### src/hdl/fppc8_pkg.sv
// ----------------------------------------------------------------------------
// fppc8_pkg: shared types and constants of the framed packet parser
// Byte widths, configuration register indexes, the CRC8 step function and
// the control bundle for the payload buffer.
// ----------------------------------------------------------------------------
`timescale 1ns / 1ps
`default_nettype none

package fppc8_pkg;

    localparam int unsigned BYTE_W    = 8;
    localparam int unsigned CFG_IDX_W = 8;

    // Configuration register indexes
    localparam logic [CFG_IDX_W-1:0] REG_MAGIC       = 8'd0;
    localparam logic [CFG_IDX_W-1:0] REG_MAX_PAYLOAD = 8'd1;

    // Register reset values
    localparam logic [BYTE_W-1:0] MAGIC_RESET       = 8'h00;
    localparam logic [BYTE_W-1:0] MAX_PAYLOAD_RESET = 8'hFF;

    // CRC8: polynomial x^8 + x^5 + x^4 + 1, MSB first
    localparam logic [BYTE_W-1:0] CRC_POLY = 8'h31;

    // Item kinds
    localparam logic KIND_RX   = 1'b0;
    localparam logic KIND_READ = 1'b1;

    // Buffer port enables
    typedef struct packed {
        logic wr_en;
        logic rd_en;
    } t_ram_ctl;

    // Fold one byte into the running CRC
    function automatic logic [BYTE_W-1:0] crc8_update(
        input logic [BYTE_W-1:0] acc,
        input logic [BYTE_W-1:0] data
    );
        logic [BYTE_W-1:0] v;
        v = acc ^ data;
        for (int k = 0; k < 8; k++) begin
            if (v[BYTE_W-1]) begin
                v = {v[BYTE_W-2:0], 1'b0} ^ CRC_POLY;
            end else begin
                v = {v[BYTE_W-2:0], 1'b0};
            end
        end
        return v;
    endfunction

endpackage

`default_nettype wire

### src/hdl/fppc8_if.sv
// ----------------------------------------------------------------------------
// fppc8_if: channel interfaces of the framed packet parser
// Input item channel, result channel and configuration write channel, each
// with valid/ready and its payload.
// ----------------------------------------------------------------------------
`timescale 1ns / 1ps
`default_nettype none

interface fppc8_in_if;
    logic                     valid;
    logic                     ready;
    logic                     kind;
    logic [fppc8_pkg::BYTE_W-1:0] rx_byte;
    logic [fppc8_pkg::BYTE_W-1:0] read_index;

    modport source (output valid, output kind, output rx_byte, output read_index,
                    input ready);
    modport sink   (input valid, input kind, input rx_byte, input read_index,
                    output ready);
endinterface

interface fppc8_out_if;
    logic                     valid;
    logic                     ready;
    logic                     frame_ok;
    logic [fppc8_pkg::BYTE_W-1:0] frame_type;
    logic [fppc8_pkg::BYTE_W-1:0] frame_length;
    logic [fppc8_pkg::BYTE_W-1:0] read_data;

    modport source (output valid, output frame_ok, output frame_type,
                    output frame_length, output read_data, input ready);
    modport sink   (input valid, input frame_ok, input frame_type,
                    input frame_length, input read_data, output ready);
endinterface

interface fppc8_cfg_if;
    logic                         valid;
    logic                         ready;
    logic [fppc8_pkg::CFG_IDX_W-1:0] index;
    logic [fppc8_pkg::BYTE_W-1:0]    data;

    modport source (output valid, output index, output data, input ready);
    modport sink   (input valid, input index, input data, output ready);
endinterface

`default_nettype wire

### src/hdl/framed_packet_parser_crc8_unit.sv
// ----------------------------------------------------------------------------
// framed_packet_parser_crc8_unit: byte-serial frame parser with CRC8 check
// Hunts for the magic byte, checks the length, buffers the payload and
// flags frames whose CRC8 over type and payload matches the trailer byte.
// ----------------------------------------------------------------------------
// Usage:
//   i_in   : one item per transfer; kind 0 carries a received link byte,
//            kind 1 reads the payload buffer at read_index.
//   o_out  : exactly one result per input item, in order. A received byte
//            that closes a frame with a good CRC reports frame_ok with the
//            frame's type and length; a read item returns the stored byte
//            (zero when read_index is beyond the buffer).
//   i_cfg  : register writes (0 = magic byte, 1 = max payload); other
//            indexes are accepted and dropped. Always ready.
// Result valid rises in the cycle after the input transfer. Unless a result
// stalls, one item is taken per cycle: parser state updates in the transfer
// cycle and the buffer read is a single synchronous port, so results stream
// back to back. A stalled result holds in the output register and stops
// input transfers until it is taken. Reset returns the parser to hunting
// and loads register defaults; buffer contents are undefined until written.
// ----------------------------------------------------------------------------
`timescale 1ns / 1ps
`default_nettype none

module framed_packet_parser_crc8_unit #(
    parameter int unsigned PAYLOAD_DEPTH = 256
) (
    input  wire logic    i_clk,
    input  wire logic    i_rst_n,
    fppc8_in_if.sink     i_in,
    fppc8_out_if.source  o_out,
    fppc8_cfg_if.sink    i_cfg
);
    import fppc8_pkg::*;

    localparam int unsigned AW = (PAYLOAD_DEPTH > 1) ? $clog2(PAYLOAD_DEPTH) : 1;
    localparam logic [BYTE_W:0] DEPTH_LIM = (BYTE_W+1)'(PAYLOAD_DEPTH);

    // Parser phases
    localparam logic [2:0] PH_HUNT = 3'd0;
    localparam logic [2:0] PH_LEN  = 3'd1;
    localparam logic [2:0] PH_TYPE = 3'd2;
    localparam logic [2:0] PH_DATA = 3'd3;
    localparam logic [2:0] PH_CRC  = 3'd4;

    logic [BYTE_W-1:0] r_magic;
    logic [BYTE_W-1:0] r_max_len;

    logic [2:0]        r_phase,  n_phase;
    logic [BYTE_W-1:0] r_len,    n_len;
    logic [BYTE_W-1:0] r_type,   n_type;
    logic [BYTE_W-1:0] r_crc,    n_crc;
    logic [BYTE_W-1:0] r_cnt,    n_cnt;

    logic              r_s1_valid;
    logic              r_s1_kind;
    logic              r_s1_rd_inr;
    logic              r_s1_ok,   n_ok;
    logic [BYTE_W-1:0] r_s1_type;
    logic [BYTE_W-1:0] r_s1_len;

    logic              in_xfer;
    logic              rx_xfer;
    logic [BYTE_W-1:0] cnt_inc;
    logic [BYTE_W-1:0] crc_step;
    logic [BYTE_W-1:0] rd_data;
    t_ram_ctl          ram_ctl;

    // Take input when the output register is empty or draining
    assign i_in.ready = !r_s1_valid || o_out.ready;
    assign in_xfer    = i_in.valid && i_in.ready;
    assign rx_xfer    = in_xfer && (i_in.kind == KIND_RX);

    // Configuration registers
    assign i_cfg.ready = 1'b1;

    always_ff @(posedge i_clk) begin
        if (!i_rst_n) begin
            r_magic   <= MAGIC_RESET;
            r_max_len <= MAX_PAYLOAD_RESET;
        end else if (i_cfg.valid) begin
            case (i_cfg.index)
                REG_MAGIC:       r_magic   <= i_cfg.data;
                REG_MAX_PAYLOAD: r_max_len <= i_cfg.data;
                default: ;
            endcase
        end
    end

    // Parser next state
    assign cnt_inc  = r_cnt + 8'd1;
    assign crc_step = crc8_update(r_crc, i_in.rx_byte);

    always_comb begin
        n_phase = r_phase;
        n_len   = r_len;
        n_type  = r_type;
        n_crc   = r_crc;
        n_cnt   = r_cnt;
        n_ok    = 1'b0;
        case (r_phase)
            PH_HUNT: begin
                if (i_in.rx_byte == r_magic) begin
                    n_phase = PH_LEN;
                end
            end
            PH_LEN: begin
                n_len = i_in.rx_byte;
                if (i_in.rx_byte > r_max_len) begin
                    n_phase = PH_HUNT;
                end else begin
                    n_cnt   = '0;
                    n_crc   = '0;
                    n_phase = PH_TYPE;
                end
            end
            PH_TYPE: begin
                n_type  = i_in.rx_byte;
                n_crc   = crc8_update('0, i_in.rx_byte);
                n_phase = (r_len == '0) ? PH_CRC : PH_DATA;
            end
            PH_DATA: begin
                n_cnt = cnt_inc;
                n_crc = crc_step;
                if (cnt_inc >= r_len) begin
                    n_phase = PH_CRC;
                end
            end
            PH_CRC: begin
                n_phase = PH_HUNT;
                n_ok    = (i_in.rx_byte == r_crc);
            end
            default: begin
                n_phase = PH_HUNT;
            end
        endcase
    end

    // Advance the parser on received bytes
    always_ff @(posedge i_clk) begin
        if (!i_rst_n) begin
            r_phase <= PH_HUNT;
            r_len   <= '0;
            r_type  <= '0;
            r_crc   <= '0;
            r_cnt   <= '0;
        end else if (rx_xfer) begin
            r_phase <= n_phase;
            r_len   <= n_len;
            r_type  <= n_type;
            r_crc   <= n_crc;
            r_cnt   <= n_cnt;
        end
    end

    // Buffer: store payload bytes in range, read on read items
    assign ram_ctl.wr_en = rx_xfer && (r_phase == PH_DATA) && ({1'b0, r_cnt} < DEPTH_LIM);
    assign ram_ctl.rd_en = in_xfer && (i_in.kind == KIND_READ);

    fppc8_payload_ram #(
        .DEPTH (PAYLOAD_DEPTH),
        .AW    (AW)
    ) u_ram (
        .i_clk     (i_clk),
        .i_ctl     (ram_ctl),
        .i_wr_addr (r_cnt[AW-1:0]),
        .i_wr_data (i_in.rx_byte),
        .i_rd_addr (i_in.read_index[AW-1:0]),
        .o_rd_data (rd_data)
    );

    // Output register: valid bit
    always_ff @(posedge i_clk) begin
        if (!i_rst_n) begin
            r_s1_valid <= 1'b0;
        end else if (i_in.ready) begin
            r_s1_valid <= i_in.valid;
        end
    end

    // Output register: payload, hold while stalled
    always_ff @(posedge i_clk) begin
        if (in_xfer) begin
            r_s1_kind   <= i_in.kind;
            r_s1_rd_inr <= ({1'b0, i_in.read_index} < DEPTH_LIM);
            r_s1_ok     <= rx_xfer && n_ok;
            r_s1_type   <= (rx_xfer && n_ok) ? r_type : '0;
            r_s1_len    <= (rx_xfer && n_ok) ? r_len  : '0;
        end
    end

    assign o_out.valid        = r_s1_valid;
    assign o_out.frame_ok     = r_s1_ok;
    assign o_out.frame_type   = r_s1_type;
    assign o_out.frame_length = r_s1_len;
    assign o_out.read_data    = (r_s1_kind == KIND_READ && r_s1_rd_inr) ? rd_data : '0;

`ifndef SYNTH
    // A good trailer byte must produce a frame_ok result
    a_crc_ok: assert property (@(posedge i_clk) disable iff (!i_rst_n)
        rx_xfer && (r_phase == PH_CRC) && (i_in.rx_byte == r_crc) |=> r_s1_ok)
        else $error("matching CRC did not flag frame_ok");

    // A read item never reports a frame
    a_read_no_frame: assert property (@(posedge i_clk) disable iff (!i_rst_n)
        in_xfer && (i_in.kind == KIND_READ) |=> !r_s1_ok && (r_s1_len == '0))
        else $error("read item reported a frame");

    // Payload count stays below the frame length while collecting payload
    a_cnt_range: assert property (@(posedge i_clk) disable iff (!i_rst_n)
        (r_phase == PH_DATA) |-> (r_cnt < r_len))
        else $error("payload count reached length in payload phase");

    // A stalled result blocks new input transfers
    a_stall_blocks: assert property (@(posedge i_clk) disable iff (!i_rst_n)
        r_s1_valid && !o_out.ready |-> !i_in.ready)
        else $error("input accepted over a stalled result");
`endif

endmodule

`default_nettype wire

### src/hdl/fppc8_payload_ram.sv
// ----------------------------------------------------------------------------
// fppc8_payload_ram: payload byte buffer
// Single write port and single read port, read data registered and held
// while the read enable is low.
// ----------------------------------------------------------------------------
`timescale 1ns / 1ps
`default_nettype none

module fppc8_payload_ram #(
    parameter int unsigned DEPTH = 256,
    parameter int unsigned AW    = 8
) (
    input  wire logic                           i_clk,
    input  wire fppc8_pkg::t_ram_ctl            i_ctl,
    input  wire logic [AW-1:0]                  i_wr_addr,
    input  wire logic [fppc8_pkg::BYTE_W-1:0]   i_wr_data,
    input  wire logic [AW-1:0]                  i_rd_addr,
    output logic      [fppc8_pkg::BYTE_W-1:0]   o_rd_data
);
    import fppc8_pkg::*;

    logic [BYTE_W-1:0] r_mem [DEPTH];

    // Write port
    always_ff @(posedge i_clk) begin
        if (i_ctl.wr_en) begin
            r_mem[i_wr_addr] <= i_wr_data;
        end
    end

    // Registered read port
    always_ff @(posedge i_clk) begin
        if (i_ctl.rd_en) begin
            o_rd_data <= r_mem[i_rd_addr];
        end
    end

endmodule

`default_nettype wire
### src/flat_wrapper.sv
// flat-port wrapper written by rule: the top's interface ports become plain ports
module framed_packet_parser_crc8_unit_flat import fppc8_pkg::*;
#(
    parameter int unsigned PAYLOAD_DEPTH = 256
)
  (i_clk, i_rst_n, i_in_valid, i_in_kind, i_in_rx_byte, i_in_read_index, i_in_ready, o_out_valid, o_out_frame_ok, o_out_frame_type, o_out_frame_length, o_out_read_data, o_out_ready, i_cfg_valid, i_cfg_index, i_cfg_data, i_cfg_ready);
  fppc8_in_if i_in_i ();
  fppc8_out_if o_out_i ();
  fppc8_cfg_if i_cfg_i ();
  input  wire logic i_clk;
  input  wire logic i_rst_n;
  input wire logic [$bits(i_in_i.valid)-1:0] i_in_valid;
  input wire logic [$bits(i_in_i.kind)-1:0] i_in_kind;
  input wire logic [$bits(i_in_i.rx_byte)-1:0] i_in_rx_byte;
  input wire logic [$bits(i_in_i.read_index)-1:0] i_in_read_index;
  output wire logic [$bits(i_in_i.ready)-1:0] i_in_ready;
  output wire logic [$bits(o_out_i.valid)-1:0] o_out_valid;
  output wire logic [$bits(o_out_i.frame_ok)-1:0] o_out_frame_ok;
  output wire logic [$bits(o_out_i.frame_type)-1:0] o_out_frame_type;
  output wire logic [$bits(o_out_i.frame_length)-1:0] o_out_frame_length;
  output wire logic [$bits(o_out_i.read_data)-1:0] o_out_read_data;
  input wire logic [$bits(o_out_i.ready)-1:0] o_out_ready;
  input wire logic [$bits(i_cfg_i.valid)-1:0] i_cfg_valid;
  input wire logic [$bits(i_cfg_i.index)-1:0] i_cfg_index;
  input wire logic [$bits(i_cfg_i.data)-1:0] i_cfg_data;
  output wire logic [$bits(i_cfg_i.ready)-1:0] i_cfg_ready;
  assign i_in_i.valid = i_in_valid;
  assign i_in_i.kind = i_in_kind;
  assign i_in_i.rx_byte = i_in_rx_byte;
  assign i_in_i.read_index = i_in_read_index;
  assign i_in_ready = i_in_i.ready;
  assign o_out_valid = o_out_i.valid;
  assign o_out_frame_ok = o_out_i.frame_ok;
  assign o_out_frame_type = o_out_i.frame_type;
  assign o_out_frame_length = o_out_i.frame_length;
  assign o_out_read_data = o_out_i.read_data;
  assign o_out_i.ready = o_out_ready;
  assign i_cfg_i.valid = i_cfg_valid;
  assign i_cfg_i.index = i_cfg_index;
  assign i_cfg_i.data = i_cfg_data;
  assign i_cfg_ready = i_cfg_i.ready;
  framed_packet_parser_crc8_unit #(.PAYLOAD_DEPTH(PAYLOAD_DEPTH)) u_core (.i_clk(i_clk), .i_rst_n(i_rst_n), .i_in(i_in_i), .o_out(o_out_i), .i_cfg(i_cfg_i));
endmodule
### config.mk
export PLATFORM = sky130hd
export DESIGN_NAME = framed_packet_parser_crc8_unit_flat
export DESIGN_NICKNAME = d
export VERILOG_FILES = /design/src/hdl/fppc8_pkg.sv /design/src/hdl/fppc8_if.sv /design/src/hdl/framed_packet_parser_crc8_unit.sv /design/src/hdl/fppc8_payload_ram.sv /design/src/flat_wrapper.sv
export SDC_FILE = /design/constraint.sdc
export NUM_CORES = 2
export LEC_CHECK = 0
export BUFFER_PORTS_ARGS = -buffer_cell sky130_fd_sc_hd__buf_2
export CORE_ASPECT_RATIO = 1.4
export CORE_MARGIN = 4
export CORE_UTILIZATION = 40
export DETAILED_ROUTE_END_ITERATION = 8
export PLACE_DENSITY = 0.66
export SYNTH_ARGS = -nofsm -noshare
export SYNTH_HDL_FRONTEND = slang
export SYNTH_SLANG_ARGS = --single-unit
### constraint.sdc
create_clock -name i_clk -period 4.9 [get_ports i_clk]
set_input_delay 0.49 -clock i_clk [delete_from_list [all_inputs] [get_ports i_clk]]
set_output_delay 0.49 -clock i_clk [all_outputs]
set_load 0.005 [all_outputs]
Yosys cells after proc, flatten, opt, wreduce, memory -nomap -nowiden
Memory sizes are Yosys's and may differ from the RTL's. A register that Yosys moved wholly into a read port is not among the register bits.
Cells that the tools add are included.
{"block": "classes", "n_addsub": 1, "n_mul": 0, "n_div": 0, "n_lt_le_gt_ge": 2, "n_eq_ne": 10, "shifts": 0, "mux": 35, "bitwise_logic": 18, "reduce_logical": 19}
{"op": "6-bit two-way mux", "n": 16}
{"op": "8-bit two-way mux", "n": 9}
{"op": "3-bit inverter", "n": 16}
{"op": "8-bit one-hot mux with 3 select lines", "n": 1}
{"op": "8-bit == test", "n": 2}
{"op": "8-bit zero test", "n": 2}
{"op": "8-bit one-hot mux with 2 select lines", "n": 1}
{"op": "3-bit one-hot mux with 4 select lines", "n": 1}
{"op": "3-bit two-way mux", "n": 3}
{"op": "3-bit AND reduction", "n": 3}
{"op": "8-bit by 1-bit adder with 8-bit output (second input constant)", "n": 1}
{"op": "8-bit by 1-bit == test with 1-bit output (second input constant)", "n": 1}
{"op": "8-bit greater-or-equal comparator", "n": 1}
{"op": "8-bit greater-than comparator", "n": 1}
{"op": "2-bit AND reduction", "n": 4}
{"op": "8-bit bitwise XOR", "n": 1}
{"op": "3-bit by 2-bit == test with 1-bit output (second input constant)", "n": 2}
{"op": "1-bit logical AND", "n": 5}
{"op": "2-bit by 1-bit inequality test with 1-bit output (second input constant)", "n": 2}
{"op": "3-bit by 1-bit == test with 1-bit output (second input constant)", "n": 1}
{"op": "3-bit == test (second input constant)", "n": 1}
{"op": "3-bit zero test", "n": 1}
{"op": "1-bit two-way mux", "n": 3}
{"op": "3-bit nonzero test", "n": 1}
{"op": "other kinds (6)", "n": 6}
{"block": "totals", "reg_bits": 70, "latch_bits": 0, "ram_bits": 2048, "mem_bits_ro": 0, "input_bits": 38, "out_inout_bits": 28, "elab_cells": 98, "mem_count": 1}
{"name": "u_core.u_ram.r_mem", "words": 256, "width": 8, "rd": 1, "rd_clocked_by_memory_dff": 1, "wr": 1, "line_no": "fppc8_payload_ram.sv:22", "source": "logic [BYTE_W-1:0] r_mem [DEPTH];"}

Longest topological paths before layout
{"block": "depth", "ltp_word": 24, "mapped_depth": 12, "depth_no_buf": 11}

Modules after synthesis
A second synthesis with hierarchy kept.
{"block": "unflattened", "cells_unflattened": 4157, "hier_area_um2": 83557.6}
{"mod": "fppc8_payload_ram", "instances": 1, "cells_per_inst": 3733, "area_per_inst_um2": 79636.4, "seq_area_each_um2": 61739.2}
{"mod": "framed_packet_parser_crc8_unit", "instances": 1, "cells_per_inst": 424, "area_per_inst_um2": 3921.3, "seq_area_each_um2": 1581.5}

Worst setup path before layout
No wires, ideal clock.
{"block": "synth_path", "path_type": "input-to-reg", "from": "input o_out_ready", "to": "memory u_core.u_ram.r_mem[112][0] (enable)", "setup_ps": 370, "arrival_time_ps": 2317, "required_time_ps": 4530, "path_slack_ps": 2213, "path_stages": 8, "n_path_buf": 2, "path_cell_list": "nand2b_1 > nand3b_1 > or2_1 > clkbuf_1 > nor3_1 > nand2_1 > clkbuf_1 > nor2_1"}
{"block": "synth_via", "elab_chain_len": 6}
{"element": "start: declaration", "line_no": "flat_wrapper.sv:22", "source": "input wire logic [$bits(o_out_i.ready)-1:0] o_out_ready;"}
{"element": "1-bit logical OR", "line_no": "framed_packet_parser_crc8_unit.sv:70", "source": "assign i_in.ready = !r_s1_valid || o_out.ready;"}
{"element": "1-bit logical AND", "line_no": "framed_packet_parser_crc8_unit.sv:71", "source": "assign in_xfer = i_in.valid && i_in.ready;"}
{"element": "1-bit logical AND", "line_no": "framed_packet_parser_crc8_unit.sv:72", "source": "assign rx_xfer = in_xfer && (i_in.kind == KIND_RX);"}
{"element": "1-bit logical AND", "line_no": "framed_packet_parser_crc8_unit.sv:157", "source": "assign ram_ctl.wr_en = rx_xfer && (r_phase == PH_DATA) && ({1'b0, r_cnt} < DEPTH_LIM);"}
{"element": "1-bit two-way mux", "line_no": "fppc8_payload_ram.sv:26", "source": "if (i_ctl.wr_en) begin"}
{"element": "1-bit two-way mux (implied by the code)", "line_no": "fppc8_payload_ram.sv:27", "source": "r_mem[i_wr_addr] <= i_wr_data;"}
{"element": "end: declaration", "line_no": "fppc8_payload_ram.sv:22"}
Every way passes these cells.

Worst setup path in the final report
{"block": "layout_path", "from": "register u_core.r_phase[1]", "to": "memory u_core.u_ram.r_mem[53][0] (enable)"}
{"block": "layout_via", "elab_chain_len": 4}
{"element": "start: declaration", "line_no": "framed_packet_parser_crc8_unit.sv:49", "source": "logic [2:0] r_phase, n_phase;"}
{"element": "start signal: assignment", "line_no": "framed_packet_parser_crc8_unit.sv:148", "source": "r_phase <= n_phase;"}
{"element": "3-bit by 2-bit == test with 1-bit output", "line_no": "framed_packet_parser_crc8_unit.sv:157"}
{"element": "1-bit logical AND", "line_no": "framed_packet_parser_crc8_unit.sv:157"}
{"element": "1-bit two-way mux", "line_no": "fppc8_payload_ram.sv:26"}
{"element": "1-bit two-way mux (implied by the code)", "line_no": "fppc8_payload_ram.sv:27"}
Every way passes these cells.

==> metrics.md <==
| Metric | Value |
|---|---|
| Status | `completed` |
| Placer Congestion | `between 0.8 and 0.9` |
| Placed wire-length estimate | `between 100 and 150 mm` |
| Postcts setup bufs | `0` |
| Tot Pwr | `approximately 36 mW` |
| Global-route usage over all layers | `19.04%` |
| Top cell type's share of synthesized area | `74.72%` |
| Syn Area/Cell | `20.56 um2` |
| Mux cell area share after synthesis | `14.82%` |
| Cts bufs inserted | `between 150 and 200` |
| Synth Area in XOR/XNOR | `less than 1%` |
| Multi-input logic area | `~19,000 um2` |
| Synth Instances | `a little over 4,000` |
| Seq pwr share | `between 50% and 60%` |
| CORE AREA | `slightly above 200,000 um2` |
| Pin count of the biggest net entering global routing | `188` |
| Register area | `~63,000 um2` |
| Met2 usage | `approximately a third` |
| Worst EP required | `~5.3 ns` |
| Final min period | `roughly 4 ns` |
| Top post-synthesis cells by count | `edfxtp_1, mux4_2, nor2_1` |
| Initial antenna violation count | `5` |
| DRT iter0 DRCs | `4,674` |
| Sequential fraction of the synthesis area | `approximately 76%` |
| Top-count cell post-synth | `edfxtp_1` |
| Die width | `around 390 um` |
| Initial Utilization | `approximately 40%` |
| Worst rel slew slack | `12.47%` |
| Hold Crit Class | `input port to register` |
| Synth Area in Compound Gates | `under 10%` |
| Clk network pwr share | `40.4%` |
| Die outline area | `between 200,000 and 250,000 um2` |
| RSZ-0062 raised after global routing | `no` |
| CTS resizes | `0` |
| Via-to-Cell Ratio | `between 5 and 6` |
| Final Hold Fails | `0` |
| First-pass GRT wire length | `~300 mm` |
| Layout cells sized above 1 | `~23%` |
| Sw Pwr | `7.592 mW` |
| Clock root cell | `clkbuf_16` |
| Max H-tree Level | `4` |
| Filler cells | `around 17,000` |
| Vias in the first global route | `between 40,000 and 50,000` |
| Worst clock skew | `between 0.03 and 0.04 ns` |
| Post-Syn Nets | `4,113` |
| Ports | `66` |
| TritonCTS clock tree | `done` |
| Final Cycle Share | `between 70% and 80%` |
| GRT overflow | `0` |
| Synth Register Bits | `~2,100` |
| Synth top area cells | `edfxtp_1, mux4_2, nor2_1` |
| Worst setup path category | `register to register` |
| Main combinational cell family by area after synthesis | `multiplexers` |
| I/O Buffers | `64` |
| Leak | `around 29 nW` |
| Drt wl/cell | `~30 um` |
| F_max | `256.0 MHz` |
| CTS Buffer Depth | `4` |
| Final WL | `between 200 and 250 mm` |
| # hold bufs at CTS | `15` |
| Final Slew Violations | `0` |
| Number of library cell types mapped by synthesis | `77` |
| Maxcap violations | `0` |
| Area fraction in and, or, nand and nor cells after synthesis | `about 3.2%` |
| Clk sinks | `between 2,000 and 2,500` |
| Fraction of registers with async set/reset | `0%` |
| Post-synth EDFFs | `between 2,000 and 2,500` |
| Synthesized area | `around 83,000 um2` |
| DRT Pass-1 Iters | `6` |
| P&R area growth vs syn | `12.16%` |
| Antenna Nets Post-Route | `0` |
| Comb pwr share | `around 4.7%` |
| Die Y-Extent | `548.1 um` |
| Global routing's busiest layer | `met2` |
| NumNets Final | `roughly 4,300` |
| Post-synthesis adder-cell area fraction | `less than 1%` |
| Worst EP arrival | `approximately 4.4 ns` |
| Worst Max-Slew Pin Slew | `~1.3 ns` |
| Nature of the critical path startpoint | `register` |
| Switching Fraction | `20.87%` |
| Warnings, synthesis | `0` |
| Residual DRC | `0` |
| Leading area contributor after synthesis | `edfxtp_1` |
| Pint | `approximately 29 mW` |
| Setup TNS | `0 ns` |
| CTS clk-pin slew, worst paths | `around 0.070 ns` |
| Pwr dens | `roughly 400 nW/um2` |
| Final setup fails | `0` |
| Primary FF master, synth | `edfxtp_1` |
| CP endpoint kind | `register` |
| Peak VDD IR | `~0.29 mV` |
| Worst-skew pair later-pin latency | `slightly above 0.8 ns` |
| Via count | `41,189` |
| CP max FO | `17` |
| Rows | `between 150 and 200` |
| GRT met1 Usage | `23.29%` |
| GRT met3 Usage | `approximately 3.0%` |
cell families (layout without fill, tap and decap cells):
family,after synthesis,count (layout)
and+or+nand+nor,579,579
AOI/OAI and AO/OA,409,409
muxes,600,600
buffers and inverters,270,602
DFF,2126,2126
adders and majority gates,20,20
other,1,4
xor gates and xnor gates,50,50
registers in the layout, summed over array words and instances, names as in the netlist, 3 cells and up:
name,cells
u_core.o_out.frame_length,8
u_core.r_cnt,8
u_core.u_ram.o_rd_data,8
u_core.u_ram.r_mem,2048
u_core.r_phase,3
u_core.o_out.frame_type,8
u_core.r_type,8
u_core.r_crc,8
u_core.r_len,8
u_core.r_magic,8
u_core.r_max_len,8
stage by stage:
step	hold WS [ns]	util [%]	worst slack, ns	instances	instance area [um2]
after CTS	0.0003221	45.03	1.029	7087	93480
after detailed placement	0.4462	42.05	0.5708	6734	87300
after floorplan	0.4317	-	2.213	4055	83350
final	0.02983	45.03	0.9935	7090	93490
after global placement	0.4413	42.05	0.5543	6734	87300
after global routing	0.01833	45.03	0.8747	7088	93490
cell type report:
class,instances,share of cell area (%)
Tap cell,2700,3.613
Timing Repair Buffer,241,2.238
Clock buffer,235,5.436
Inverter,23,0.09234
Multi-Input combinational cell,1659,19.87
Sequential cell,2126,67.73
Antenna cell,3,0.008030
Clock inverter,103,1.017
critical path: stages, from the launching register on:
cell     delay [ns]
dfxtp_1        0.32
buf_4          0.19
nor2b_1        0.20
nand2_1        0.18
or2_1          0.40
nor3b_2        0.29
nand2_1        0.84
buf_4          0.46
nor2_1         0.64
cell usage in the layout (no fill, tap or decap), types with 15 or more instances in the layout:
| cell | count |
|---|---|
| nor4_1 | 31 |
| clkbuf_16 | 197 |
| o22ai_1 | 18 |
| mux4_2 | 473 |
| dfxtp_1 | 52 |
| mux2i_1 | 87 |
| edfxtp_1 | 2074 |
| nor2_1 | 298 |
| a22oi_1 | 140 |
| xnor2_1 | 31 |
| clkbuf_1 | 37 |
| nand2_1 | 85 |
| dlygate4sd3_1 | 15 |
| buf_2 | 52 |
| o21ai_0 | 33 |
| xor2_1 | 15 |
| mux2_2 | 15 |
| ha_1 | 20 |
| o211ai_1 | 21 |
| bufinv_16 | 16 |
| clkinv_2 | 30 |
| nor3_1 | 25 |
| inv_1 | 21 |
| buf_4 | 140 |
| and2_1 | 22 |
| buf_12 | 24 |
| mux4_1 | 25 |
| a21oi_1 | 112 |
| nand3_1 | 32 |
| clkinv_1 | 43 |
| nor2b_1 | 15 |
final timing paths:
| kind | startpoint | endpoint | slack (ns) | cells after the start |
|---|---|---|---|---|
| worst max register to register | u_core.r_phase[1]$_SDFFE_PN0P_ | u_core.u_ram.r_mem[53][0]$_DFFE_PP_ | 0.99 | 8 |
| worst min register to register | u_core.r_type[3]$_SDFFE_PN0P_ | u_core.r_type[3]$_SDFFE_PN0P_ | 0.46 | 2 |
| worst min-delay path | i_in_rx_byte[6] | u_core.u_ram.r_mem[25][6]$_DFFE_PP_ | 0.03 | 1 |
| worst max-delay path | u_core.r_phase[1]$_SDFFE_PN0P_ | u_core.u_ram.r_mem[53][0]$_DFFE_PP_ | 0.99 | 8 |
power by group through the flow:
| stage | Sequential, mW | Combinational [mW] | Clock, mW |
|---|---|---|---|
| after floorplan | 20.3 | 0.933 | 0 |
| after global placement | 20.3 | 1.69 | 0 |
| after detailed placement | 20.3 | 1.72 | 0 |
| after CTS | 20.0 | 1.73 | 14.9 |
| after global routing | 19.9 | 1.80 | 15.7 |
| final | 20.0 | 1.71 | 14.7 |
per-layer routing:
layer	share of wire, %	vias to the layer above	routed length [um]
li1	-	17156	-
met1	36	21783	75850
met2	52	1823	108600
met3	6.7	421	13990
met4	4.8	6	10110
met5	0.019	-	40
Note: power is estimated with default switching activity, not from simulation.
